==> src/rtl/sbfd_pkg.sv <==
// Shared types and constants for the binary block deframer.
// Holds the phase and event codes, the per-word result record and the CRC constants.
// Depends on nothing; used by every other file of the block.
package sbfd_pkg;

  localparam int unsigned ByteW  = 8;
  localparam int unsigned CrcW   = 16;
  localparam int unsigned IdW    = 13;
  localparam int unsigned RevW   = 3;
  localparam int unsigned LenW   = 16;
  localparam int unsigned EventW = 3;
  localparam int unsigned OutDataW = 48;

  localparam logic [ByteW-1:0] Preamble1   = 8'h24;
  localparam logic [ByteW-1:0] Preamble2   = 8'h40;
  localparam logic [IdW-1:0]   EncapId     = 13'd4097;
  localparam logic [LenW-1:0]  CaptureOfs  = 16'd14;
  localparam logic [LenW-1:0]  HeaderBytes = 16'd8;
  localparam logic [CrcW-1:0]  CrcPoly     = 16'h1021;
  localparam logic [ByteW-1:0] EncapNmea   = 8'd4;
  localparam logic [ByteW-1:0] EncapRtcm   = 8'd2;

  typedef enum logic [8:0] {
    PH_IDLE   = 9'b0_0000_0001,
    PH_PRE2   = 9'b0_0000_0010,
    PH_CRC_LO = 9'b0_0000_0100,
    PH_CRC_HI = 9'b0_0000_1000,
    PH_ID_LO  = 9'b0_0001_0000,
    PH_ID_HI  = 9'b0_0010_0000,
    PH_LEN_LO = 9'b0_0100_0000,
    PH_LEN_HI = 9'b0_1000_0000,
    PH_BODY   = 9'b1_0000_0000
  } sbfd_phase_t;

  typedef enum logic [EventW-1:0] {
    EV_NONE   = 3'd0,
    EV_FRAME  = 3'd1,
    EV_GOOD   = 3'd2,
    EV_BADCRC = 3'd3,
    EV_BADLEN = 3'd4,
    EV_BADPRE = 3'd5
  } sbfd_event_t;

  typedef struct packed {
    logic [ByteW-1:0] byte_echo;
    sbfd_event_t      event_res;
    logic [IdW-1:0]   block_id;
    logic [RevW-1:0]  block_rev;
    logic [LenW-1:0]  block_length;
    logic             encap_nmea;
    logic             encap_rtcm;
  } sbfd_res_t;

endpackage

==> src/rtl/sbfd_crc16.sv <==
// Byte-wide CRC-16-CCITT update (MSB first, unreflected).
// Pure combinational; uses constants from sbfd_pkg.
module sbfd_crc16 (
  input  logic [sbfd_pkg::CrcW-1:0]  crc_in,
  input  logic [sbfd_pkg::ByteW-1:0] data_in,
  output logic [sbfd_pkg::CrcW-1:0]  crc_out
);

  always_comb begin
    logic [sbfd_pkg::CrcW-1:0] c;
    c = crc_in ^ {data_in, {(sbfd_pkg::CrcW-sbfd_pkg::ByteW){1'b0}}};
    for (int i = 0; i < sbfd_pkg::ByteW; i++) begin
      if (c[sbfd_pkg::CrcW-1]) begin
        c = {c[sbfd_pkg::CrcW-2:0], 1'b0} ^ sbfd_pkg::CrcPoly;
      end else begin
        c = {c[sbfd_pkg::CrcW-2:0], 1'b0};
      end
    end
    crc_out = c;
  end

endmodule

==> src/rtl/sbfd_parse.sv <==
// Frame parser: phase machine, header capture, length counter and CRC check.
// Depends on sbfd_pkg and sbfd_crc16; steps once per word when step_en is high.
module sbfd_parse (
  input  logic                       clk,
  input  logic                       rst_n,
  input  logic                       step_en,
  input  logic [sbfd_pkg::ByteW-1:0] rx_byte,
  input  logic                       accept_bad_crc,
  output sbfd_pkg::sbfd_res_t        res
);

  sbfd_pkg::sbfd_phase_t        phase_r,   phase_nxt;
  logic [sbfd_pkg::CrcW-1:0]    exp_crc_r, exp_crc_nxt;
  logic [sbfd_pkg::CrcW-1:0]    run_crc_r, run_crc_nxt;
  logic [sbfd_pkg::IdW-1:0]     id_r,      id_nxt;
  logic [sbfd_pkg::RevW-1:0]    rev_r,     rev_nxt;
  logic [sbfd_pkg::LenW-1:0]    len_r,     len_nxt;
  logic [sbfd_pkg::LenW-1:0]    left_r,    left_nxt;
  logic [sbfd_pkg::ByteW-1:0]   b14_r,     b14_nxt;

  logic [sbfd_pkg::CrcW-1:0]    crc_upd;
  logic [sbfd_pkg::LenW-1:0]    len_full;
  logic [sbfd_pkg::LenW-1:0]    body_ofs;
  logic [sbfd_pkg::LenW-1:0]    left_dec;
  sbfd_pkg::sbfd_event_t        ev;
  logic                         nmea;
  logic                         rtcm;

  sbfd_crc16 u_crc (
    .crc_in  (run_crc_r),
    .data_in (rx_byte),
    .crc_out (crc_upd)
  );

  assign len_full = {rx_byte, len_r[sbfd_pkg::ByteW-1:0]};
  assign body_ofs = len_r - left_r;
  assign left_dec = left_r - 16'd1;

  always_comb begin
    phase_nxt   = phase_r;
    exp_crc_nxt = exp_crc_r;
    run_crc_nxt = run_crc_r;
    id_nxt      = id_r;
    rev_nxt     = rev_r;
    len_nxt     = len_r;
    left_nxt    = left_r;
    b14_nxt     = b14_r;
    ev          = sbfd_pkg::EV_FRAME;
    nmea        = 1'b0;
    rtcm        = 1'b0;
    unique case (phase_r)
      sbfd_pkg::PH_PRE2: begin
        if (rx_byte == sbfd_pkg::Preamble2) begin
          phase_nxt = sbfd_pkg::PH_CRC_LO;
        end else begin
          phase_nxt = sbfd_pkg::PH_IDLE;
          ev        = sbfd_pkg::EV_BADPRE;
        end
      end
      sbfd_pkg::PH_CRC_LO: begin
        exp_crc_nxt = {8'h00, rx_byte};
        phase_nxt   = sbfd_pkg::PH_CRC_HI;
      end
      sbfd_pkg::PH_CRC_HI: begin
        exp_crc_nxt = {rx_byte, exp_crc_r[sbfd_pkg::ByteW-1:0]};
        run_crc_nxt = '0;
        phase_nxt   = sbfd_pkg::PH_ID_LO;
      end
      sbfd_pkg::PH_ID_LO: begin
        run_crc_nxt = crc_upd;
        id_nxt      = {5'b0_0000, rx_byte};
        phase_nxt   = sbfd_pkg::PH_ID_HI;
      end
      sbfd_pkg::PH_ID_HI: begin
        run_crc_nxt = crc_upd;
        id_nxt      = {rx_byte[4:0], id_r[sbfd_pkg::ByteW-1:0]};
        rev_nxt     = rx_byte[7:5];
        phase_nxt   = sbfd_pkg::PH_LEN_LO;
      end
      sbfd_pkg::PH_LEN_LO: begin
        run_crc_nxt = crc_upd;
        len_nxt     = {8'h00, rx_byte};
        phase_nxt   = sbfd_pkg::PH_LEN_HI;
      end
      sbfd_pkg::PH_LEN_HI: begin
        run_crc_nxt = crc_upd;
        len_nxt     = len_full;
        // Reject lengths off the 4-byte grid and those with no body
        if (len_full[1:0] == 2'b00 && len_full > sbfd_pkg::HeaderBytes) begin
          left_nxt  = len_full - sbfd_pkg::HeaderBytes;
          phase_nxt = sbfd_pkg::PH_BODY;
        end else begin
          phase_nxt = sbfd_pkg::PH_IDLE;
          ev        = sbfd_pkg::EV_BADLEN;
        end
      end
      sbfd_pkg::PH_BODY: begin
        run_crc_nxt = crc_upd;
        if (body_ofs == sbfd_pkg::CaptureOfs) begin
          b14_nxt = rx_byte;
        end
        left_nxt = left_dec;
        if (left_dec == '0) begin
          phase_nxt = sbfd_pkg::PH_IDLE;
          if (crc_upd == exp_crc_r || accept_bad_crc) begin
            ev = sbfd_pkg::EV_GOOD;
          end else begin
            ev = sbfd_pkg::EV_BADCRC;
          end
          if (id_r == sbfd_pkg::EncapId) begin
            nmea = (b14_nxt == sbfd_pkg::EncapNmea);
            rtcm = (b14_nxt == sbfd_pkg::EncapRtcm);
          end
        end
      end
      default: begin
        // Idle, and any code that is not one of the phases
        if (rx_byte == sbfd_pkg::Preamble1) begin
          b14_nxt   = '0;
          phase_nxt = sbfd_pkg::PH_PRE2;
        end else begin
          phase_nxt = sbfd_pkg::PH_IDLE;
          ev        = sbfd_pkg::EV_NONE;
        end
      end
    endcase
  end

  always_comb begin
    res.byte_echo    = rx_byte;
    res.event_res    = ev;
    res.block_id     = id_nxt;
    res.block_rev    = rev_nxt;
    res.block_length = len_nxt;
    res.encap_nmea   = nmea;
    res.encap_rtcm   = rtcm;
  end

  always_ff @(posedge clk) begin
    if (!rst_n) begin
      phase_r   <= sbfd_pkg::PH_IDLE;
      exp_crc_r <= '0;
      run_crc_r <= '0;
      id_r      <= '0;
      rev_r     <= '0;
      len_r     <= '0;
      left_r    <= '0;
      b14_r     <= '0;
    end else if (step_en) begin
      phase_r   <= phase_nxt;
      exp_crc_r <= exp_crc_nxt;
      run_crc_r <= run_crc_nxt;
      id_r      <= id_nxt;
      rev_r     <= rev_nxt;
      len_r     <= len_nxt;
      left_r    <= left_nxt;
      b14_r     <= b14_nxt;
    end
  end

endmodule

==> src/rtl/sbf_block_deframer_unit.sv <==
// Binary block deframer, top level: input register, parser, result register, config bit.
// Each word is held in the input register, then parsed into the result register.
// Throughput: one word per cycle while out_tready is high; single-pass parser step.
// Reset (rst_n low, synchronous): both register stages empty, parser idle, all header
// fields and CRCs zero, accept_bad_crc cleared. Depends on sbfd_pkg and sbfd_parse.
module sbf_block_deframer_unit (
  input  logic                               clk,
  input  logic                               rst_n,
  // Config: accept_bad_crc
  input  logic                               cfg_wr_en,
  input  logic                               cfg_wr_data,
  // in_tdata: [7:0] rx_byte
  input  logic                               in_tvalid,
  output logic                               in_tready,
  input  logic [7:0]                         in_tdata,
  // out_tdata: [7:0] byte_echo, [20:8] block_id, [23:21] block_rev,
  //            [39:24] block_length, [40] encap_nmea, [41] encap_rtcm, [47:42] zero
  // out_tuser: [2:0] event_res
  output logic                               out_tvalid,
  input  logic                               out_tready,
  output logic [sbfd_pkg::OutDataW-1:0]      out_tdata,
  output logic [sbfd_pkg::EventW-1:0]        out_tuser
);

  logic                              acc_bad_r;
  logic                              s1_valid_r;
  logic [sbfd_pkg::ByteW-1:0]        s1_byte_r;
  logic                              out_valid_r;
  logic [sbfd_pkg::OutDataW-1:0]     out_data_r;
  logic [sbfd_pkg::EventW-1:0]       out_user_r;
  logic                              s1_fire;
  logic                              in_fire;
  sbfd_pkg::sbfd_res_t               res;

  // Advance the held word into the result register when that register frees up
  assign s1_fire   = s1_valid_r && (!out_valid_r || out_tready);
  // Take a new word whenever the input register is empty or moving on this cycle
  assign in_tready = !s1_valid_r || s1_fire;
  assign in_fire   = in_tvalid && in_tready;

  always_ff @(posedge clk) begin
    if (!rst_n) begin
      acc_bad_r <= 1'b0;
    end else if (cfg_wr_en) begin
      acc_bad_r <= cfg_wr_data;
    end
  end

  // Input register
  always_ff @(posedge clk) begin
    if (!rst_n) begin
      s1_valid_r <= 1'b0;
    end else if (in_tready) begin
      s1_valid_r <= in_tvalid;
    end
  end

  always_ff @(posedge clk) begin
    if (in_fire) begin
      s1_byte_r <= in_tdata;
    end
  end

  // Parser state steps exactly once per word, as the word leaves the input register
  sbfd_parse u_parse (
    .clk            (clk),
    .rst_n          (rst_n),
    .step_en        (s1_fire),
    .rx_byte        (s1_byte_r),
    .accept_bad_crc (acc_bad_r),
    .res            (res)
  );

  // Result register: hold while the sink stalls, load on every advance
  always_ff @(posedge clk) begin
    if (!rst_n) begin
      out_valid_r <= 1'b0;
    end else if (s1_fire) begin
      out_valid_r <= 1'b1;
    end else if (out_tready) begin
      out_valid_r <= 1'b0;
    end
  end

  always_ff @(posedge clk) begin
    if (s1_fire) begin
      out_data_r <= {6'b00_0000, res.encap_rtcm, res.encap_nmea, res.block_length,
                     res.block_rev, res.block_id, res.byte_echo};
      out_user_r <= res.event_res;
    end
  end

  assign out_tvalid = out_valid_r;
  assign out_tdata  = out_data_r;
  assign out_tuser  = out_user_r;

  // Encapsulation flags only ever accompany an end-of-block event
  a_encap_at_end: assert property (@(posedge clk) disable iff (!rst_n)
    (out_valid_r && (out_data_r[40] || out_data_r[41])) |->
      (out_user_r == sbfd_pkg::EV_GOOD || out_user_r == sbfd_pkg::EV_BADCRC))
    else $error("encap flag set without end-of-block event");

  // A word advanced out of the input register must show up as a result
  a_fire_loads_out: assert property (@(posedge clk) disable iff (!rst_n)
    s1_fire |=> out_valid_r)
    else $error("advanced word lost before result register");

  // An accepted word must be held in the input register the next cycle
  a_accept_holds: assert property (@(posedge clk) disable iff (!rst_n)
    in_fire |=> s1_valid_r)
    else $error("accepted word not held in input register");

endmodule
==> config.mk <==
export PLATFORM = sky130hd
export DESIGN_NAME = sbf_block_deframer_unit
export DESIGN_NICKNAME = d
export VERILOG_FILES = /design/src/rtl/sbfd_pkg.sv /design/src/rtl/sbfd_crc16.sv /design/src/rtl/sbfd_parse.sv /design/src/rtl/sbf_block_deframer_unit.sv
export SDC_FILE = /design/constraint.sdc
export NUM_CORES = 1
export LEC_CHECK = 0
export BUFFER_PORTS_ARGS = -buffer_cell sky130_fd_sc_hd__buf_2
export CORE_AREA = 2 2 173 175
export CTS_BUF_LIST = sky130_fd_sc_hd__clkbuf_16
export CTS_CLUSTER_SIZE = 20
export DETAILED_ROUTE_END_ITERATION = 12
export DIE_AREA = 0 0 175 177
export GPL_TIMING_DRIVEN = 0
export SLEW_MARGIN = 20
export SYNTH_ARGS = -nofsm -noshare
export SYNTH_HDL_FRONTEND = slang
export SYNTH_SLANG_ARGS = --single-unit
export TNS_END_PERCENT = 50
==> constraint.sdc <==
create_clock -name clk -period 3.9 [get_ports clk]
set_input_delay 0.78 -clock clk [delete_from_list [all_inputs] [get_ports clk]]
set_output_delay 0.78 -clock clk [all_outputs]
set_load 0.05 [all_outputs]
Yosys cells after proc, flatten, opt, wreduce, memory -nomap -nowiden

Index checks and enable logic that the tools add are counted.

Register bits after elaboration: 153
Input bits: 14
Logic and storage cells: 105

$add $sub $neg: 3
$lt $le $gt $ge: 1
Equality and inequality tests: 17
Muxes and demuxes: 32
Bitwise logic cells: 11
Reduce and logical (&&, ||, !) cells: 25

Operator list:

| cell                  | number |
|---|---|
| $pmux 16 s2           | 4 |
| $mux 13               | 8 |
| $pmux 9 s8            | 1 |
| $pmux 13 s2           | 1 |
| $mux 8                | 3 |
| $not 3->3             | 8 |
| $mux 9                | 2 |
| $eq 16x16->1          | 1 |
| $eq 16x4->1 const B   | 1 |
| $gt 16x4->1 const B   | 1 |
| $logic_not 16->1      | 1 |
| $mux 16               | 1 |
| $pmux 8 s2            | 1 |
| $sub 16x1->16 const B | 1 |
| $sub 16x16->16        | 1 |
| $sub 16x4->16 const B | 1 |
| $xor 16x16->16        | 1 |
| $mux 3                | 5 |
| $eq 13x13->1 const B  | 1 |
| $pmux 3 s4            | 1 |
| $reduce_and 3->1      | 4 |
| $reduce_bool 2->1     | 5 |
| $reduce_or 5->1       | 2 |
| $eq 9x2->1 const B    | 1 |
| other kinds (21)      | 33 |

Longest topological paths before layout

Gate-level depths: netlist of the first run.

Word-level depth: 22
Gate-level depth with buffers: 14
Mapped depth without buffers: 10

Hierarchy

A second synthesis of the first run with hierarchy kept.

Cell total of the unflattened synthesis: 906
Area total of the unflattened synthesis: 8514.4 sq um

By module, submodules not included:

| module                  | instances | cells an instance | area an instance (sq um) | sequential area each (sq um) |
|---|---|---|---|---|
| sbfd_parse              | 1         | 809               | 6338.6                   | 1941.9 |
| sbf_block_deframer_unit | 1         | 72                | 1780.5                   | 1651.6 |
| sbfd_crc16              | 1         | 25                | 395.4                    | 0.0 |

Worst setup path after synthesis of the first run

No wires, ideal clock.

Path type: input -> register
From: in out_tready
To: reg out_data_r, in the netlist out_tdata[0] (enable)
Data arrival time: 2978 ps
Data required time: 3473 ps
Slack: 495 ps
Stages: 6
Buffers on the path: 3
Cells stage by stage: nor2b_1 -> nand2b_1 -> clkbuf_1 -> inv_1 -> clkbuf_1 -> buf_1

Cells in the longest elaborated chain, start to end: 2

Ends and longest elaborated chain:

| element                | line                          | source |
|---|---|---|
| start: declaration     | sbf_block_deframer_unit.sv:20 | `input logic out_tready,` |
| $logic_or 1x1->1       | sbf_block_deframer_unit.sv:36 | `assign s1_fire = s1_valid_r && (!out_valid_r \|\| out_tready);` |
| $logic_and 1x1->1      | sbf_block_deframer_unit.sv:36 |  |
| net s1_fire            | sbf_block_deframer_unit.sv:31 | `logic s1_fire;` |
| end signal: assignment | sbf_block_deframer_unit.sv:87 | `out_data_r <= {6'b00_0000, res.encap_rtcm, res.encap_nmea, res.block_length,` |
| end: declaration       | sbf_block_deframer_unit.sv:29 | `logic [sbfd_pkg::OutDataW-1:0] out_data_r;` |

The timed path passes the listed nets, and every way through them passes these cells.
A chain may end at the register's enable or synchronous reset.

Worst setup path after layout of the first run

From: reg u_parse.left_r[2] in the netlist's numbering
To: reg u_parse.b14_r[1] in the netlist's numbering

Cells in the longest elaborated chain, start to end: 5

Ends and longest elaborated chain:

| element                  | line              | source |
|---|---|---|
| start: declaration       | sbfd_parse.sv:18  | `logic [sbfd_pkg::LenW-1:0] left_r, left_nxt;` |
| start signal: assignment | sbfd_parse.sv:156 | `left_r <= left_nxt;` |
| $sub 16x16->16           | sbfd_parse.sv:36  | `assign body_ofs = len_r - left_r;` |
| $eq 16x4->1              | sbfd_parse.sv:99  | `if (body_ofs == sbfd_pkg::CaptureOfs) begin` |
| $mux 8                   | sbfd_parse.sv:99  |  |
| $mux 8                   | sbfd_parse.sv:51  | `unique case (phase_r)` |
| $pmux 8 s2               | sbfd_parse.sv:51  |  |
| end signal: assignment   | sbfd_parse.sv:157 | `b14_r <= b14_nxt;` |
| end: declaration         | sbfd_parse.sv:19  | `logic [sbfd_pkg::ByteW-1:0] b14_r, b14_nxt;` |

No other way between the ends. The select of a mux whose other input is x is not followed.

==> qor.yml, run 1 <==
syn_area_per_cell_um2: 8.99
path_max_fanout: 9
clk_path_buf_depth: 2
cp-end-kind: "register"
placementRows: 63
ys.flop_type: "dfxtp_1"
drive_gt1_share_pct: 17.7
maxSlewViolCount: 0
cp.arrival_ps: 3780
netlist_instances: 959
maxCapViolCount: 0
ant_nets: 0
cpPeakStageDelay_ps: 410
h-tree-depth: 4
antenna_found_initial: 0
hold_violations: 0
nets: 1077
max_freq_ghz: 0.290
status: "finished clean"
cts.clk_slew.worst_paths_ps: 70
relSlewSlack_pct: 43.8
worst_slew_pin_slew_ps: 839
p_leak_nw: 3.83
numPortBuffers: 60
synth_async_sr_flop_share_pct: 0
grt_pass1_wl_mm: 39.0
grt.overflow.total: 0
drt-initial-drc-count: 635
crit_family: "compound AO/OA/AOI/OAI gates"
crit_chain: "clkbuf_1 -> inv_1 -> ha_1 -> o21ai_2 -> a21o_2 -> o2bb2ai_1 -> o221ai_1 -> a2111oi_0 -> and4_1 -> buf_4 -> and3_1 -> buf_6 -> o21ai_2"
seq_area_mm2: 0.00359
grt_max_degree: 22
multi_input_area_mm2: 0.00455
period_share_pct: 88.5
cts_tree: "yes"
fin_cells: 1448
dp.cells: 1416
clkPwrFrac_pct: 40.2
setup_viol: 0
hold_class: "reg -> reg"
grt_pass1_vias: 6902
fin_skew_ps: 8.67
vias_per_cell: 5.20
cp.required_ps: 4230
die_h_um: 177
io_pins: 67
start_util_pct: 29.5
cts_inserted_buffers: 17
hold_slack_ps: 473
cp_slowest_cell: "ha_1"
final_cell_mix: "nor2_1, dfxtp_1, buf_2"
yosys_warnings: 0
rsz0062_at_grt: "false"
clock-root-buffer: "clkbuf_16"
crit_top_cell: "o21ai_2"
vdd_drop_max_mv: 0.317
drc_errors: 0
antenna_cells: 0
post-cts-setup-buffer-count: 0
seq_area_frac_synth_pct: 41.7
finalCriticalPeriod_ps: 3450
synth_edf_count: 53
power_density_mw_per_mm2: 404
seqPwrFrac_pct: 43.0
design.core.area_mm2: 0.0292
dieArea_mm2: 0.0310
worstSetupPathType: "reg -> reg"
ys_types: 92
combPwrFrac_pct: 16.8
area_delta_synth_final_pct: 16.7
grtUsageTotal_pct: 16.1
fp.dieW_um: 175
via_count: 7535
gp_congestion: 0.920
routedWlPerCell_um: 17.3
setup.worst_path.start_class: "register"
internal-power_w: 0.00279
final_common_cell: "nor2_1"
wirelength_mm: 25.0
place_hpwl_mm: 18.0
syn_area_mm2: 0.00862
drtPass1Iterations: 6
cts_resized: 0
path_buf_inv: 4
clock_sinks: 153
ys_seq_elements: 153
clock_latency_ps: 440
switching_share_pct: 31.2
cts_hold_buf: 0
reg2reg_slack_ps: 450
fill_cells: 2952
switchingPower_w: 0.00127
## power by group through the flow
stage | clock network [W] | logic (W) | registers (W)
2_1_floorplan | 0 | 0.000430 | 0.00185
3_3_place_gp | 0 | 0.000662 | 0.00178
3_5_place_dp | 0 | 0.000674 | 0.00178
4_1_cts | 0.00164 | 0.000677 | 0.00174
5_1_grt | 0.00172 | 0.000741 | 0.00175
6_report | 0.00163 | 0.000682 | 0.00175
## per-layer routing
layer / wire (um) / vias to the layer above / track usage (%)
met5: 0 / - / 0
met4: 324 / 0 / 4.06
met3: 1580 / 24 / 3.16
met2: 11100 / 250 / 24.6
met1: 12000 / 3614 / 23.2
li1: - / 3647 / -
## cell usage after synthesis (6+ instances only)
cell	n	area [um^2]
nor3_1	46	230
nor4_1	14	87.6
nand2_1	70	263
mux2i_1	8	80.1
o21ai_0	30	150
ha_1	18	225
edfxtp_1	53	1590
nand3_1	32	160
xor2_1	29	254
nand4_1	14	87.6
and3_1	18	113
a21oi_1	56	280
a22o_1	14	123
or3_1	9	56.3
dfxtp_1	100	2000
mux2_2	19	214
buf_2	12	60.1
o211ai_1	8	60.1
a31oi_1	15	93.8
a211oi_1	8	60.1
clkbuf_8	7	96.3
clkbuf_1	31	116
or2_2	6	37.5
buf_4	8	60.1
buf_1	8	30.0
a21o_1	6	45.0
nor2b_1	11	68.8
o21ai_2	8	70.1
inv_1	27	101
nand2b_1	14	87.6
a22oi_1	10	75.1
xnor2_1	23	201
nor2_1	126	473
a32oi_1	10	87.6
## per-stage QoR
stage          util (%)  TNS, ps  cell area (um^2)  power (W)  setup WS (ps)
2_1_floorplan         -        0              8640    0.00228            495
5_1_grt            34.4        0             10100    0.00421            205
3_5_place_dp       32.4        0              9480    0.00245            447
3_3_place_gp       32.2   -40840              9420    0.00244           -810
4_1_cts            34.4        0             10100    0.00406            436
6_report           34.4        0             10100    0.00406            448
## final timing paths
path                                                   startpoint                           endpoint  cells past startpoint
worst max register to register     u_parse.left_r[2]$_SDFFE_PN0P_      u_parse.b14_r[1]$_SDFFE_PN0P_                     13
worst min-delay path            u_parse.exp_crc_r[6]$_SDFFE_PN0P_  u_parse.exp_crc_r[6]$_SDFFE_PN0P_                      2
worst max-delay path               u_parse.left_r[2]$_SDFFE_PN0P_      u_parse.b14_r[1]$_SDFFE_PN0P_                     13
worst min register to register  u_parse.exp_crc_r[6]$_SDFFE_PN0P_  u_parse.exp_crc_r[6]$_SDFFE_PN0P_                      2
## worst min-delay path, stage by stage (launching register included)
cell	delay (ps)
dfxtp_1	320
nand2_1	50
a21oi_1	60
## registers in the layout, summed over array words and instances (netlist names), 8 cells and up
name and flops:
u_parse.len_r 16, u_parse.run_crc_r 16, u_parse.phase_r 9, out_tdata 42, u_parse.id_r 13, s1_byte_r 8
u_parse.exp_crc_r 16, u_parse.left_r 16, u_parse.b14_r 8
## cell families after synthesis
logic type / synth area share, %
AND/OR/NAND/NOR: 22.7
XOR/XNOR: 5.47
adder cells (fa/ha/maj): 2.61
multiplexers: 3.41
flip-flops: 41.7
buffers and inverters: 5.75
AO/OA/AOI/OAI: 18.3
other: 0.0435
## cell type report
| class | count | area share (%) |
|---|---|---|
| timing repair buffer | 62 | 3.53 |
| clock buffer | 17 | 4.23 |
| tap | 390 | 4.85 |
| inverter | 28 | 1.05 |
| sequential | 153 | 35.7 |
| buffer | 69 | 3.90 |
| clock inverter | 15 | 1.46 |
| multi-input combinational | 714 | 45.2 |
Note: power is estimated with default switching activity, not from simulation.
==> run 2: changes to the inputs <==
--- a/config.mk
+++ b/config.mk
@@ -12,6 +12,7 @@
 export DETAILED_ROUTE_END_ITERATION = 12
 export DIE_AREA = 0 0 175 177
 export GPL_TIMING_DRIVEN = 0
+export PLACE_DENSITY = 0.48
 export SLEW_MARGIN = 20
 export SYNTH_ARGS = -nofsm -noshare
 export SYNTH_HDL_FRONTEND = slang
==> run 2 against run 1 <==
  * Worst setup slack worse by 19 ps
  * Critical path depth is the same
  * Total power is 0.37% lower
  * Critical endpoint is now u_parse.b14_r[5]$_SDFFE_PN0P_
  * Via count decreased by 1.0%
  * First-iteration DRC count shrank 10%
  * Largest power group unchanged
  * Sequential cell count stayed put
  * Sequential power about the same
  * Register-to-register slack got worse by 20 ps
  * Clock power about the same
==> qor.yml, run 2 (same netlist as run 1, synthesis figures left out) <==
worstSetupPathType: "reg -> reg"
dieArea_mm2: 0.0310  # unchanged
reg2reg_slack_ps: 430  # -20 ps
hold_violations: 0  # unchanged
worst_slew_pin_slew_ps: 834  # -5.09 ps
cts_hold_buf: 0  # unchanged
min-delay-start: "u_parse.b14_r[0]$_SDFFE_PN0P_"
period_share_pct: 89.0  # +0.49 points
rsz0062_at_grt: "false"
fin_skew_ps: 9.12  # +0.449 ps
hold_end: "u_parse.b14_r[0]$_SDFFE_PN0P_"
vias_per_cell: 5.15  # -0.94%
drive_gt1_share_pct: 17.5  # -0.17 points
grt_max_degree: 31  # +41%
cts_tree: "yes"
drc_errors: 0  # unchanged
power_density_mw_per_mm2: 404  # about the same
routedWlPerCell_um: 18.1  # +4.7%
area_delta_synth_final_pct: 16.2
maxCapViolCount: 0  # unchanged
largest_reg_flops: 42  # unchanged
max_freq_ghz: 0.288  # -0.56%
grt.overflow.total: 0  # unchanged
antenna_cells: 0  # unchanged
clk_path_buf_depth: 2  # unchanged
final_common_cell: "nor2_1"
power_w: 0.00404  # -0.37%
antenna_found_initial: 0  # unchanged
clock_sinks: 153  # unchanged
wirelength_mm: 26.2  # +4.6%
h-tree-depth: 4  # unchanged
design.core.area_mm2: 0.0292  # unchanged
place_hpwl_mm: 18.9  # +4.9%
cts_inserted_buffers: 17  # unchanged
numPortBuffers: 60  # unchanged
cts.clk_slew.worst_paths_ps: 70  # about the same
status: "finished clean"
io_pins: 67  # unchanged
clock_latency_ps: 430  # about the same
reg2reg_to: "u_parse.b14_r[5]$_SDFFE_PN0P_"
worstHoldPathCells: 2  # unchanged
finalCriticalPeriod_ps: 3470  # +19.3 ps
drtPass1Iterations: 5  # -1
die_h_um: 177  # unchanged
hold_slack_ps: 482  # +9.80 ps
worstReg2RegStart: "u_parse.left_r[10]$_SDFFE_PN0P_"
path_max_fanout: 9  # unchanged
ant_nets: 0  # unchanged
clock-root-buffer: "clkbuf_16"
fp.dieW_um: 175  # unchanged
placementRows: 63  # unchanged
cp-end-kind: "register"
relSlewSlack_pct: 44.4  # +0.60 points
setup.worst_path.start_class: "register"
drt-initial-drc-count: 569  # -10%
setup_viol: 0  # unchanged
hold_class: "reg -> reg"
gp_congestion: 0.845  # -8.1%
vdd_drop_max_mv: 0.254  # -20%
grtUsageTotal_pct: 17.3  # +1.2 points
maxSlewViolCount: 0  # unchanged
grt_pass1_vias: 7197  # +4.3%
cp.arrival_ps: 3790  # about the same
cts_resized: 0  # unchanged
start_util_pct: 29.5  # unchanged
cp.required_ps: 4220  # about the same
p_leak_nw: 3.82  # -0.44%
post-cts-setup-buffer-count: 0  # unchanged
ff2ff_path_depth: 13  # unchanged
nets: 1076  # -0.093%
grt_pass1_wl_mm: 41.5  # +6.3%
final_cell_mix: "nor2_1, dfxtp_1, buf_2"
via_count: 7459  # -1.0%
==> run 2: report_power, final <==
| group | leakage, nW | switching [W] | internal (W) |
|---|---|---|---|
| registers | 1.31 | 0.0000398 | 0.00170 |
| logic | 2.22 | 0.000450 | 0.000230 |
| clock network | 0.282 | 0.000742 | 0.000878 |
| total | 3.82 | 0.00123 | 0.00281 |
==> run 2: area by class of cell <==
cell class,instances,area (um^2)
buffer,69,392
clock buffer,18,450
clock inverter,14,121
fill,3074,19200
inverter,28,105
multi-input combinational,714,4550
sequential,153,3590
tap,390,488
timing repair buffer,61,320
==> run 2: through the flow <==
step / area (um^2) / instances / setup TNS (ps) / util (%) / worst slack, ps
5_1_grt: 10000 / 1447 / 0 / 34.3 / 162
2_1_floorplan: 8640 / 964 / 0 / - / 495
4_1_cts: 10000 / 1447 / 0 / 34.3 / 395
3_3_place_gp: 9420 / 1414 / -46420 / 32.2 / -929
6_report: 10000 / 1447 / 0 / 34.3 / 429
3_5_place_dp: 9450 / 1415 / 0 / 32.3 / 418
==> run 2: layer usage <==
metal  track usage (%)  part of all wire, %  vias to the layer above
met4              5.28                  1.7                        0
met2              26.0                   44                      213
met1              25.2                   49                     3568
li1                  -                    -                     3653
met5                 0                    0                        -
met3              2.81                  5.5                       25
==> run 2: worst max-delay path by stage <==
stage	cells after the start	slack, ps	to	from
3_3_place_gp	9	-930	u_parse.phase_r[0]$_SDFFE_PN1P_	out_tready
5_1_grt	12	160	out_tdata[40]$_SDFFCE_PN0P_	u_parse.left_r[6]$_SDFFE_PN0P_
2_1_floorplan	6	500	out_tdata[0]$_DFFE_PP_	out_tready
6_report	13	430	u_parse.b14_r[5]$_SDFFE_PN0P_	u_parse.left_r[10]$_SDFFE_PN0P_
3_5_place_dp	11	420	out_tdata[40]$_SDFFCE_PN0P_	u_parse.left_r[2]$_SDFFE_PN0P_
4_1_cts	12	400	out_tdata[40]$_SDFFCE_PN0P_	u_parse.left_r[6]$_SDFFE_PN0P_
==> run 2: critical path, cell delays in order (launching register included) <==
cell	delay (ps)
dfxtp_1	320
clkbuf_1	320
inv_1	200
ha_1	410
and2_4	200
and3_4	180
a211o_1	310
a311o_1	340
a32oi_1	200
and4_1	280
buf_4	190
and3_1	180
buf_6	160
o21ai_2	70
